`src/hdl/sgt_pkg.sv`:
```
package sgt_pkg;

  // Receive window size in slots and kept handle width.
  localparam int WINDOW      = 32;
  localparam int HANDLE_BITS = 16;

  // Port widths fixed by the interface.
  localparam int SEQ_W    = 64;
  localparam int HANDLE_W = 16;
  localparam int STATUS_W = 3;

  // Derived sizes.
  localparam int SLOT_W    = $clog2(WINDOW);
  localparam int SH_W      = (HANDLE_BITS < HANDLE_W) ? HANDLE_BITS : HANDLE_W;
  localparam int RAM_AW    = SLOT_W + 1;
  localparam int RAM_DEPTH = 2 ** RAM_AW;

  // Result status codes.
  localparam logic [STATUS_W-1:0] ST_OK        = 3'd0;
  localparam logic [STATUS_W-1:0] ST_ABSENT    = 3'd1;
  localparam logic [STATUS_W-1:0] ST_DUP       = 3'd2;
  localparam logic [STATUS_W-1:0] ST_BEYOND    = 3'd3;
  localparam logic [STATUS_W-1:0] ST_DELIVERED = 3'd4;

  typedef enum logic {
    OP_ADD    = 1'b0,
    OP_LOOKUP = 1'b1
  } sgt_op_t;

  // One decoded item as it travels from the front queue to the back.
  typedef struct packed {
    sgt_op_t           op;
    logic              urgent;
    logic [SEQ_W-1:0]  seq;
    logic [SH_W-1:0]   handle;
  } sgt_item_t;

endpackage

```
`src/hdl/sgt_ram.sv`:
```
module sgt_ram #(
  parameter int WIDTH = 16,
  parameter int DEPTH = 64
) (
  input  logic                     clk,
  input  logic                     wr_en,
  input  logic [$clog2(DEPTH)-1:0] wr_addr,
  input  logic [WIDTH-1:0]         wr_data,
  input  logic                     rd_en,
  input  logic [$clog2(DEPTH)-1:0] rd_addr,
  output logic [WIDTH-1:0]         rd_data
);

  logic [WIDTH-1:0] mem [DEPTH];

  always_ff @(posedge clk) begin
    if (wr_en) begin
      mem[wr_addr] <= wr_data;
    end
    if (rd_en) begin
      rd_data <= mem[rd_addr];
    end
  end

endmodule

```
`src/hdl/sgt_front.sv`:
```
module sgt_front (
  input  logic                        clk,
  input  logic                        rst,
  input  logic                        in_valid,
  output logic                        in_stall,
  input  logic                        cmd,
  input  logic                        urgent,
  input  logic [sgt_pkg::SEQ_W-1:0]    seq_number,
  input  logic [sgt_pkg::HANDLE_W-1:0] txn_handle,
  output sgt_pkg::sgt_item_t          head,
  output logic                        head_valid,
  input  logic                        pop
);
  import sgt_pkg::*;

  // Two-entry queue that decouples acceptance from execution.
  sgt_item_t  slots [2];
  logic       wr_ptr;
  logic       rd_ptr;
  logic [1:0] count;
  logic       push;
  sgt_item_t  item_in;

  always_comb begin
    item_in.op     = cmd ? OP_LOOKUP : OP_ADD;
    item_in.urgent = urgent;
    item_in.seq    = seq_number;
    item_in.handle = SH_W'(txn_handle);
  end

  assign in_stall   = (count == 2'd2);
  assign push       = in_valid && !in_stall;
  assign head       = slots[rd_ptr];
  assign head_valid = (count != 2'd0);

  always_ff @(posedge clk) begin
    if (rst) begin
      wr_ptr <= 1'b0;
      rd_ptr <= 1'b0;
      count  <= 2'd0;
    end else begin
      if (push) begin
        wr_ptr <= ~wr_ptr;
      end
      if (pop) begin
        rd_ptr <= ~rd_ptr;
      end
      if (push && !pop) begin
        count <= count + 2'd1;
      end else if (pop && !push) begin
        count <= count - 2'd1;
      end
    end
  end

  always_ff @(posedge clk) begin
    if (push) begin
      slots[wr_ptr] <= item_in;
    end
  end

endmodule

```
`src/hdl/sgt_back.sv`:
```
module sgt_back (
  input  logic                        clk,
  input  logic                        rst,
  input  sgt_pkg::sgt_item_t          head,
  input  logic                        head_valid,
  output logic                        pop,
  output logic                        out_valid,
  input  logic                        out_stall,
  output logic [sgt_pkg::STATUS_W-1:0] status,
  output logic [sgt_pkg::HANDLE_W-1:0] handle_out,
  output logic [sgt_pkg::SEQ_W-1:0]    gap_number,
  output logic                        gap_valid,
  output logic                        last
);
  import sgt_pkg::*;

  typedef enum logic [6:0] {
    S_IDLE  = 7'b0000001,
    S_CLASS = 7'b0000010,
    S_EVAL  = 7'b0000100,
    S_READ  = 7'b0001000,
    S_ADV   = 7'b0010000,
    S_SPAN  = 7'b0100000,
    S_GAP   = 7'b1000000
  } state_t;

  localparam logic [SLOT_W-1:0] SLOT_INIT = SLOT_W'(1 % WINDOW);

  function automatic logic [SLOT_W-1:0] slot_inc(input logic [SLOT_W-1:0] s);
    return (s == SLOT_W'(WINDOW - 1)) ? '0 : s + SLOT_W'(1);
  endfunction

  state_t state, state_next;

  // Per-class window state; mslot is the slot of mark + 1.
  logic [SEQ_W-1:0]  mark         [2];
  logic [SEQ_W-1:0]  mark_next    [2];
  logic [SLOT_W-1:0] mslot        [2];
  logic [SLOT_W-1:0] mslot_next   [2];
  logic [WINDOW-1:0] present      [2];
  logic [WINDOW-1:0] present_next [2];

  sgt_item_t         itm, itm_next;
  logic [SEQ_W-1:0]  diff, diff_next;
  logic              le, le_next;
  logic [SEQ_W-1:0]  gap_i, gap_i_next;
  logic [SLOT_W-1:0] gap_slot, gap_slot_next;
  logic [SLOT_W-1:0] gap_left, gap_left_next;
  logic              pend_valid, pend_valid_next;
  logic [SEQ_W-1:0]  pend_num, pend_num_next;

  logic                out_valid_next;
  logic                emit;
  logic [STATUS_W-1:0] e_status;
  logic [HANDLE_W-1:0] e_handle;
  logic [SEQ_W-1:0]    e_gap;
  logic                e_gv;
  logic                e_last;
  logic                can_emit;

  logic              cls;
  logic [SLOT_W-1:0] dm1;
  logic [SLOT_W:0]   ssum;
  logic [SLOT_W-1:0] eslot;
  logic              beyond;
  logic [SEQ_W-1:0]  span;

  logic              ram_wr_en;
  logic              ram_rd_en;
  logic [RAM_AW-1:0] ram_addr;
  logic [SH_W-1:0]   ram_rd_data;

  assign cls      = itm.urgent;
  assign can_emit = !out_valid || !out_stall;

  // Slot of the item's number: mark slot plus (diff - 1), wrapped once.
  assign dm1    = diff[SLOT_W-1:0] - SLOT_W'(1);
  assign ssum   = {1'b0, mslot[cls]} + {1'b0, dm1};
  assign eslot  = (ssum >= (SLOT_W + 1)'(WINDOW)) ?
                  SLOT_W'(ssum - (SLOT_W + 1)'(WINDOW)) : ssum[SLOT_W-1:0];
  assign beyond = (diff > SEQ_W'(WINDOW));
  assign span   = itm.seq - mark[cls];

  assign ram_addr = {cls, eslot};

  sgt_ram #(
    .WIDTH (SH_W),
    .DEPTH (RAM_DEPTH)
  ) u_ram (
    .clk     (clk),
    .wr_en   (ram_wr_en),
    .wr_addr (ram_addr),
    .wr_data (itm.handle),
    .rd_en   (ram_rd_en),
    .rd_addr (ram_addr),
    .rd_data (ram_rd_data)
  );

  always_comb begin
    state_next      = state;
    mark_next       = mark;
    mslot_next      = mslot;
    present_next    = present;
    itm_next        = itm;
    diff_next       = diff;
    le_next         = le;
    gap_i_next      = gap_i;
    gap_slot_next   = gap_slot;
    gap_left_next   = gap_left;
    pend_valid_next = pend_valid;
    pend_num_next   = pend_num;
    pop             = 1'b0;
    ram_wr_en       = 1'b0;
    ram_rd_en       = 1'b0;
    emit            = 1'b0;
    e_status        = ST_OK;
    e_handle        = '0;
    e_gap           = '0;
    e_gv            = 1'b0;
    e_last          = 1'b1;

    unique case (state)
      S_IDLE: begin
        if (head_valid) begin
          pop        = 1'b1;
          itm_next   = head;
          state_next = S_CLASS;
        end
      end
      S_CLASS: begin
        diff_next  = itm.seq - mark[cls];
        le_next    = (itm.seq <= mark[cls]);
        state_next = S_EVAL;
      end
      S_EVAL: begin
        priority if (le) begin
          if (can_emit) begin
            emit       = 1'b1;
            e_status   = (itm.op == OP_LOOKUP) ? ST_DELIVERED : ST_DUP;
            state_next = S_IDLE;
          end
        end else if (beyond) begin
          if (can_emit) begin
            emit       = 1'b1;
            e_status   = ST_BEYOND;
            state_next = S_IDLE;
          end
        end else if (itm.op == OP_LOOKUP) begin
          if (present[cls][eslot]) begin
            ram_rd_en  = 1'b1;
            state_next = S_READ;
          end else if (can_emit) begin
            emit       = 1'b1;
            e_status   = ST_ABSENT;
            state_next = S_IDLE;
          end
        end else if (present[cls][eslot]) begin
          if (can_emit) begin
            emit       = 1'b1;
            e_status   = ST_DUP;
            state_next = S_IDLE;
          end
        end else begin
          ram_wr_en                = 1'b1;
          present_next[cls][eslot] = 1'b1;
          state_next               = S_ADV;
        end
      end
      S_READ: begin
        if (can_emit) begin
          emit       = 1'b1;
          e_handle   = HANDLE_W'(ram_rd_data);
          state_next = S_IDLE;
        end
      end
      S_ADV: begin
        // Retire one present slot per cycle above the mark.
        if ((mark[cls] != '1) && present[cls][mslot[cls]]) begin
          present_next[cls][mslot[cls]] = 1'b0;
          mark_next[cls]                = mark[cls] + SEQ_W'(1);
          mslot_next[cls]               = slot_inc(mslot[cls]);
        end else begin
          state_next = S_SPAN;
        end
      end
      S_SPAN: begin
        gap_i_next      = mark[cls] + SEQ_W'(1);
        gap_slot_next   = mslot[cls];
        gap_left_next   = (itm.seq > mark[cls]) ?
                          SLOT_W'(span[SLOT_W-1:0] - SLOT_W'(1)) : '0;
        pend_valid_next = 1'b0;
        state_next      = S_GAP;
      end
      S_GAP: begin
        // A found gap is held one step so the final one can carry last.
        if (gap_left == '0) begin
          if (can_emit) begin
            emit            = 1'b1;
            e_gv            = pend_valid;
            e_gap           = pend_valid ? pend_num : '0;
            pend_valid_next = 1'b0;
            state_next      = S_IDLE;
          end
        end else if (!present[cls][gap_slot] && pend_valid && !can_emit) begin
          state_next = S_GAP;
        end else begin
          if (!present[cls][gap_slot]) begin
            if (pend_valid) begin
              emit   = 1'b1;
              e_gv   = 1'b1;
              e_gap  = pend_num;
              e_last = 1'b0;
            end
            pend_valid_next = 1'b1;
            pend_num_next   = gap_i;
          end
          gap_i_next    = gap_i + SEQ_W'(1);
          gap_slot_next = slot_inc(gap_slot);
          gap_left_next = gap_left - SLOT_W'(1);
        end
      end
      default: begin
        state_next = S_IDLE;
      end
    endcase
  end

  assign out_valid_next = emit || (out_valid && out_stall);

  always_ff @(posedge clk) begin
    if (rst) begin
      state      <= S_IDLE;
      mark[0]    <= '0;
      mark[1]    <= '0;
      mslot[0]   <= SLOT_INIT;
      mslot[1]   <= SLOT_INIT;
      present[0] <= '0;
      present[1] <= '0;
      pend_valid <= 1'b0;
      out_valid  <= 1'b0;
    end else begin
      state      <= state_next;
      mark       <= mark_next;
      mslot      <= mslot_next;
      present    <= present_next;
      pend_valid <= pend_valid_next;
      out_valid  <= out_valid_next;
    end
  end

  always_ff @(posedge clk) begin
    itm      <= itm_next;
    diff     <= diff_next;
    le       <= le_next;
    gap_i    <= gap_i_next;
    gap_slot <= gap_slot_next;
    gap_left <= gap_left_next;
    pend_num <= pend_num_next;
    if (emit) begin
      status     <= e_status;
      handle_out <= e_handle;
      gap_number <= e_gap;
      gap_valid  <= e_gv;
      last       <= e_last;
    end
  end

  // The contiguous mark of either class never moves backward.
  a_mark_mono: assert property (@(posedge clk) disable iff (rst)
    1'b1 |=> (mark[0] >= $past(mark[0])) && (mark[1] >= $past(mark[1])))
    else $error("contiguous mark decreased");

  // Once advancing ends, the slot above the mark is empty unless the mark is saturated.
  a_adv_done: assert property (@(posedge clk) disable iff (rst)
    (state == S_SPAN) |-> ((mark[cls] == '1) || !present[cls][mslot[cls]]))
    else $error("advance stopped on a present slot");

  // A held gap is always below the number currently being scanned.
  a_pend_order: assert property (@(posedge clk) disable iff (rst)
    (state == S_GAP) && pend_valid |-> (pend_num < gap_i))
    else $error("held gap out of order");

  // The handle memory is read only for a lookup that found its slot present.
  a_rd_lookup: assert property (@(posedge clk) disable iff (rst)
    ram_rd_en |-> (state == S_EVAL) && (itm.op == OP_LOOKUP) && present[cls][eslot])
    else $error("handle read outside a present lookup");

endmodule

```
`src/hdl/sequence_gap_tracker_unit.sv`:
```
// Flow: an accepted item leaves the queue and passes through the classify and evaluate states;
// a lookup that reads a stored handle also passes through the read state, and an add then
// retires slots above the mark (up to WINDOW), spans and scans the numbers up to its own.
// Throughput: the back end runs one item at a time, and output stalls hold it.
// Reset clears both marks, the present bits, the queue and out_valid; handles stay uncleared.
module sequence_gap_tracker_unit (
  input  logic                        clk,
  input  logic                        rst,
  input  logic                        in_valid,
  output logic                        in_stall,
  input  logic                        cmd,
  input  logic                        urgent,
  input  logic [sgt_pkg::SEQ_W-1:0]    seq_number,
  input  logic [sgt_pkg::HANDLE_W-1:0] txn_handle,
  output logic                        out_valid,
  input  logic                        out_stall,
  output logic [sgt_pkg::STATUS_W-1:0] status,
  output logic [sgt_pkg::HANDLE_W-1:0] handle_out,
  output logic [sgt_pkg::SEQ_W-1:0]    gap_number,
  output logic                        gap_valid,
  output logic                        last
);
  import sgt_pkg::*;

  // The front end decodes each accepted item and parks it in a two-entry
  // queue, so a new item can be taken while the back end is still busy
  // retiring slots or streaming gap results.
  sgt_item_t head;
  logic      head_valid;
  logic      pop;

  sgt_front u_front (
    .clk        (clk),
    .rst        (rst),
    .in_valid   (in_valid),
    .in_stall   (in_stall),
    .cmd        (cmd),
    .urgent     (urgent),
    .seq_number (seq_number),
    .txn_handle (txn_handle),
    .head       (head),
    .head_valid (head_valid),
    .pop        (pop)
  );

  // The back end owns the per-class window state and the handle memory.
  // It classifies each item against the mark, stores or reads the handle,
  // advances the mark one slot per cycle and then scans the window for
  // missing numbers, delivering them through a single output register.
  sgt_back u_back (
    .clk        (clk),
    .rst        (rst),
    .head       (head),
    .head_valid (head_valid),
    .pop        (pop),
    .out_valid  (out_valid),
    .out_stall  (out_stall),
    .status     (status),
    .handle_out (handle_out),
    .gap_number (gap_number),
    .gap_valid  (gap_valid),
    .last       (last)
  );

endmodule
```
`config.mk`:
```
export PLATFORM = sky130hd
export DESIGN_NAME = sequence_gap_tracker_unit
export DESIGN_NICKNAME = d
export VERILOG_FILES = /design/src/hdl/sgt_pkg.sv /design/src/hdl/sgt_ram.sv /design/src/hdl/sgt_front.sv /design/src/hdl/sgt_back.sv /design/src/hdl/sequence_gap_tracker_unit.sv
export SDC_FILE = /design/constraint.sdc
export NUM_CORES = 2
export LEC_CHECK = 0
export BUFFER_PORTS_ARGS = -buffer_cell sky130_fd_sc_hd__buf_2
export CAP_MARGIN = 40
export CELL_PAD_IN_SITES_DETAIL_PLACEMENT = 0
export CELL_PAD_IN_SITES_GLOBAL_PLACEMENT = 2
export CORE_ASPECT_RATIO = 0.8
export CORE_MARGIN = 3
export CORE_UTILIZATION = 42
export DETAILED_ROUTE_END_ITERATION = 7
export PLACE_DENSITY_LB_ADDON = 0.15
export SYNTH_ARGS = -nofsm -noshare
export SYNTH_HDL_FRONTEND = slang
export SYNTH_SLANG_ARGS = --single-unit
```
`constraint.sdc`:
```
create_clock -name clk -period 7.95 [get_ports clk]
set_input_delay 1.59 -clock clk [delete_from_list [all_inputs] [get_ports clk]]
set_output_delay 1.59 -clock clk [all_outputs]
set_load 0.02 [all_outputs]
```
==> impl_results.md <==
- Die ar.: 187,000 µm²
- WL per Instance: 28.0 µm
- Initial Util: 0.424
- Critical path endpoint category: flop
- Mapped Nets: 5,293
- Setup WS post-layout: 1.64 ns
- Final Power: 25.2 mW
- Overall Global Routing Usage: 0.235
- Max-Cap Viols: 0
- Vias/cell: 5.73
- Num rows: 139
- Hold Startpoint: u_back.mark[1]
- Setup slack, reg-to-reg: 1.64 ns
- Final WL: 222 mm
- Share of the synthesized area in the top cell type: 0.619
- Placed inst area: 81,100 µm²
- H-tree depth: 4
- Fin. Hold Viols: 0
- DP Cell Count: 7,604
- Fillers: 15,600
- Largest cells by area after synthesis: edfxtp_1, mux4_2, dfxtp_1, nand2_1, a21oi_1
- Area growth syn-to-layout: 14.0%
- RePlAce Congestion: 0.848
- Detail Route Antenna Nets: 0
- Multi-input logic area: 23,800 µm²
- Tightest Pin Transition: 0.990 ns
- Final Util: 0.483
- Tightest Hold Check Type: reg2reg
- Die Y: 388 µm
- Hold Path Depth: 2
- CTS tree: built
- Pre-CTS setup slack: 1.67 ns
- Critical path class: reg2reg
- Post-synth EDFFs: 1,574
- Root buffer selected by CTS: clkbuf_16
- Yosys warning total: 0
- Clock Skew: 0.0502 ns
- Layout cells sized above 1: 0.202
- Worst r2r src: u_back.cls
- Global-route wire length before repair: 320 mm
- DR vias: 45,600
- Power Density: 290 nW/µm²
- P_leak: 27.9 nW
- WP data arrival: 6.81 ns
- Total gr overflow: 0
- Reg2Reg Depth: 13
- I/O Buffers: 172
- Post-synthesis sequential area ratio: 0.675
- WHS Endpoint: u_back.mark[1]
- CP startpoint kind: flop
- Postcts setup bufs: 0
- DR pass1 iterations: 8
- TritonCTS Buffers: 182
- Ys flop type: edfxtp_1
- Seq. cell area: 51,600 µm²
- Leading area contributor after synthesis: edfxtp_1
- Post-synth top cells: edfxtp_1, nand2_1, a21oi_1
- R2R Path End: u_back.u_ram.mem[31][14]
- CTS sink cnt: 1,789
- CTS Hold Bufs: 0
- Worst-Skew Late Latency: 0.81 ns
- Crit path max fanout: 33
- Worst VDD drop: 0.288 mV
- Mapped Area: 76,400 µm²
- Final setup TNS: 0 ns
- Final Non-Filler Cells: 7,954
- RSZ-0062 raised after global routing: false
- Initial DRC Count: 4,925
- Relative slew slack: 0.340
- Worst Path Required: 8.45 ns
- FMAX: 158 MHz
- Synthesized instance count: 5,124
- Final #Nets: 5,568
- Setup-failing EPs final: 0
- Top-count cell post-synth: edfxtp_1
- # resized after CTS: 0
- # IOs: 173
- #FFs+latches synth: 1,789
- DP HPWL: 147 mm
- Min Tclk post-route: 6.31 ns
- Initial antenna violation count: 20
- Status: complete, no violations
- Vias in the first global route: 44,400
- Final hold slack: 0.459 ns
- Distinct cell type count after synthesis: 104
- Largest net degree at the start of global routing: 90
- Clock Path Buffers: 3
- Asr flop ratio synth: 0
- Post-route design area: 87,100 µm²
- DRC Markers: 0
- Worst-path clk slew: 0.06 ns
- Synth Area per Inst: 14.9 µm²
- Core ar.: 180,000 µm²
- Slew Viols, Final: 0
- Final period util: 0.794
- DIE WIDTH: 483 µm
==> registers in the layout (all words and copies together), names as in the netlist, 10 cells and up <==
name and cells:
u_back.diff 64, u_back.gap_i 64, u_back.gap_number 64, u_back.handle_out 16, u_back.itm 81, u_back.mark 128
u_back.mslot 10, u_back.pend_num 64, u_back.present 64, u_back.u_ram.mem 1024, u_back.u_ram.rd_data 16, u_front.slots 164
==> worst max path at each step <==
stage / start / to / slack, ns / cells after the start
2_1_floorplan: u_back.cls / u_back.gap_number[0] / 1.12 / 21
3_3_place_gp: u_back.cls / u_back.u_ram.mem[47][0] / 1.56 / 12
3_5_place_dp: u_back.cls / u_back.u_ram.mem[32][6] / 1.67 / 13
4_1_cts: u_back.cls / u_back.u_ram.mem[32][7] / 1.67 / 13
5_1_grt: u_back.cls / u_back.u_ram.mem[32][6] / 1.27 / 13
6_report: u_back.cls / u_back.u_ram.mem[31][14] / 1.64 / 13
==> critical path: stages, from the launching register on <==
cell	delay [ns]
edfxtp_1	0.52
mux2i_4	0.52
inv_1	0.21
fa_4	1.21
mux4_2	0.56
nor3b_1	0.15
a211oi_1	0.26
a311oi_1	0.08
a21oi_1	0.17
a21o_1	0.45
nand3_2	0.50
buf_4	0.50
nor3_2	0.52
buf_4	0.33
==> routing by layer <==
layer	GRT usage	vias to the layer above	wire [µm]
li1	-	20300	-
met1	0.380	23400	109000
met2	0.314	1646	90200
met3	0.0607	269	18700
met4	0.0481	6	4410
met5	0	-	41
==> where the power goes <==
| part | switching (mW) | total [mW] | internal (mW) |
|---|---|---|---|
| clock | 3.66 | 8.50 | 4.84 |
| sequential | 0.183 | 11.6 | 11.4 |
| combinational | 3.53 | 5.12 | 1.59 |
| total | 7.37 | 25.2 | 17.9 |
==> cell families after synthesis <==
group                      share of synthesized area
xor gates and xnor gates                      0.0261
buffers and inverters                         0.0190
adders and majority gates                     0.0138
and+or+nand+nor                               0.0847
muxes                                          0.114
AOI/OAI and AO/OA                             0.0679
DFF                                            0.675
==> cell usage in the layout (no fill, tap or decap), types with 32 or more instances in the layout <==
master,netlist,routed
inv_1,49,48
clkinv_2,0,32
mux2_2,89,89
clkbuf_1,152,46
clkbuf_16,0,185
dfxtp_1,215,214
o21a_1,49,49
buf_2,78,177
ha_1,81,80
nor3_2,4,53
mux2i_1,115,115
a21o_1,35,35
xnor2_1,105,104
o21ai_0,201,200
nand2_1,607,604
edfxtp_1,1574,1574
xor2_1,118,116
a21oi_1,301,300
nor2_1,201,197
mux4_2,288,288
nand4_1,38,38
buf_4,10,160
a211oi_1,42,42
a31oi_1,54,54
nand3_1,129,128
and2_1,94,94
nor3_1,86,37
and3_1,42,41
==> cell type report <==
type / count / area share
Clock buffer: 240 / 0.0566
Antenna cell: 8 / 0.000230
Tap cell: 2397 / 0.0344
Inverter: 54 / 0.00234
Sequential cell: 1789 / 0.592
Timing Repair Buffer: 364 / 0.0295
Multi-Input combinational cell: 3008 / 0.273
Clock inverter: 94 / 0.0111
(Power assumes the default switching activity.)
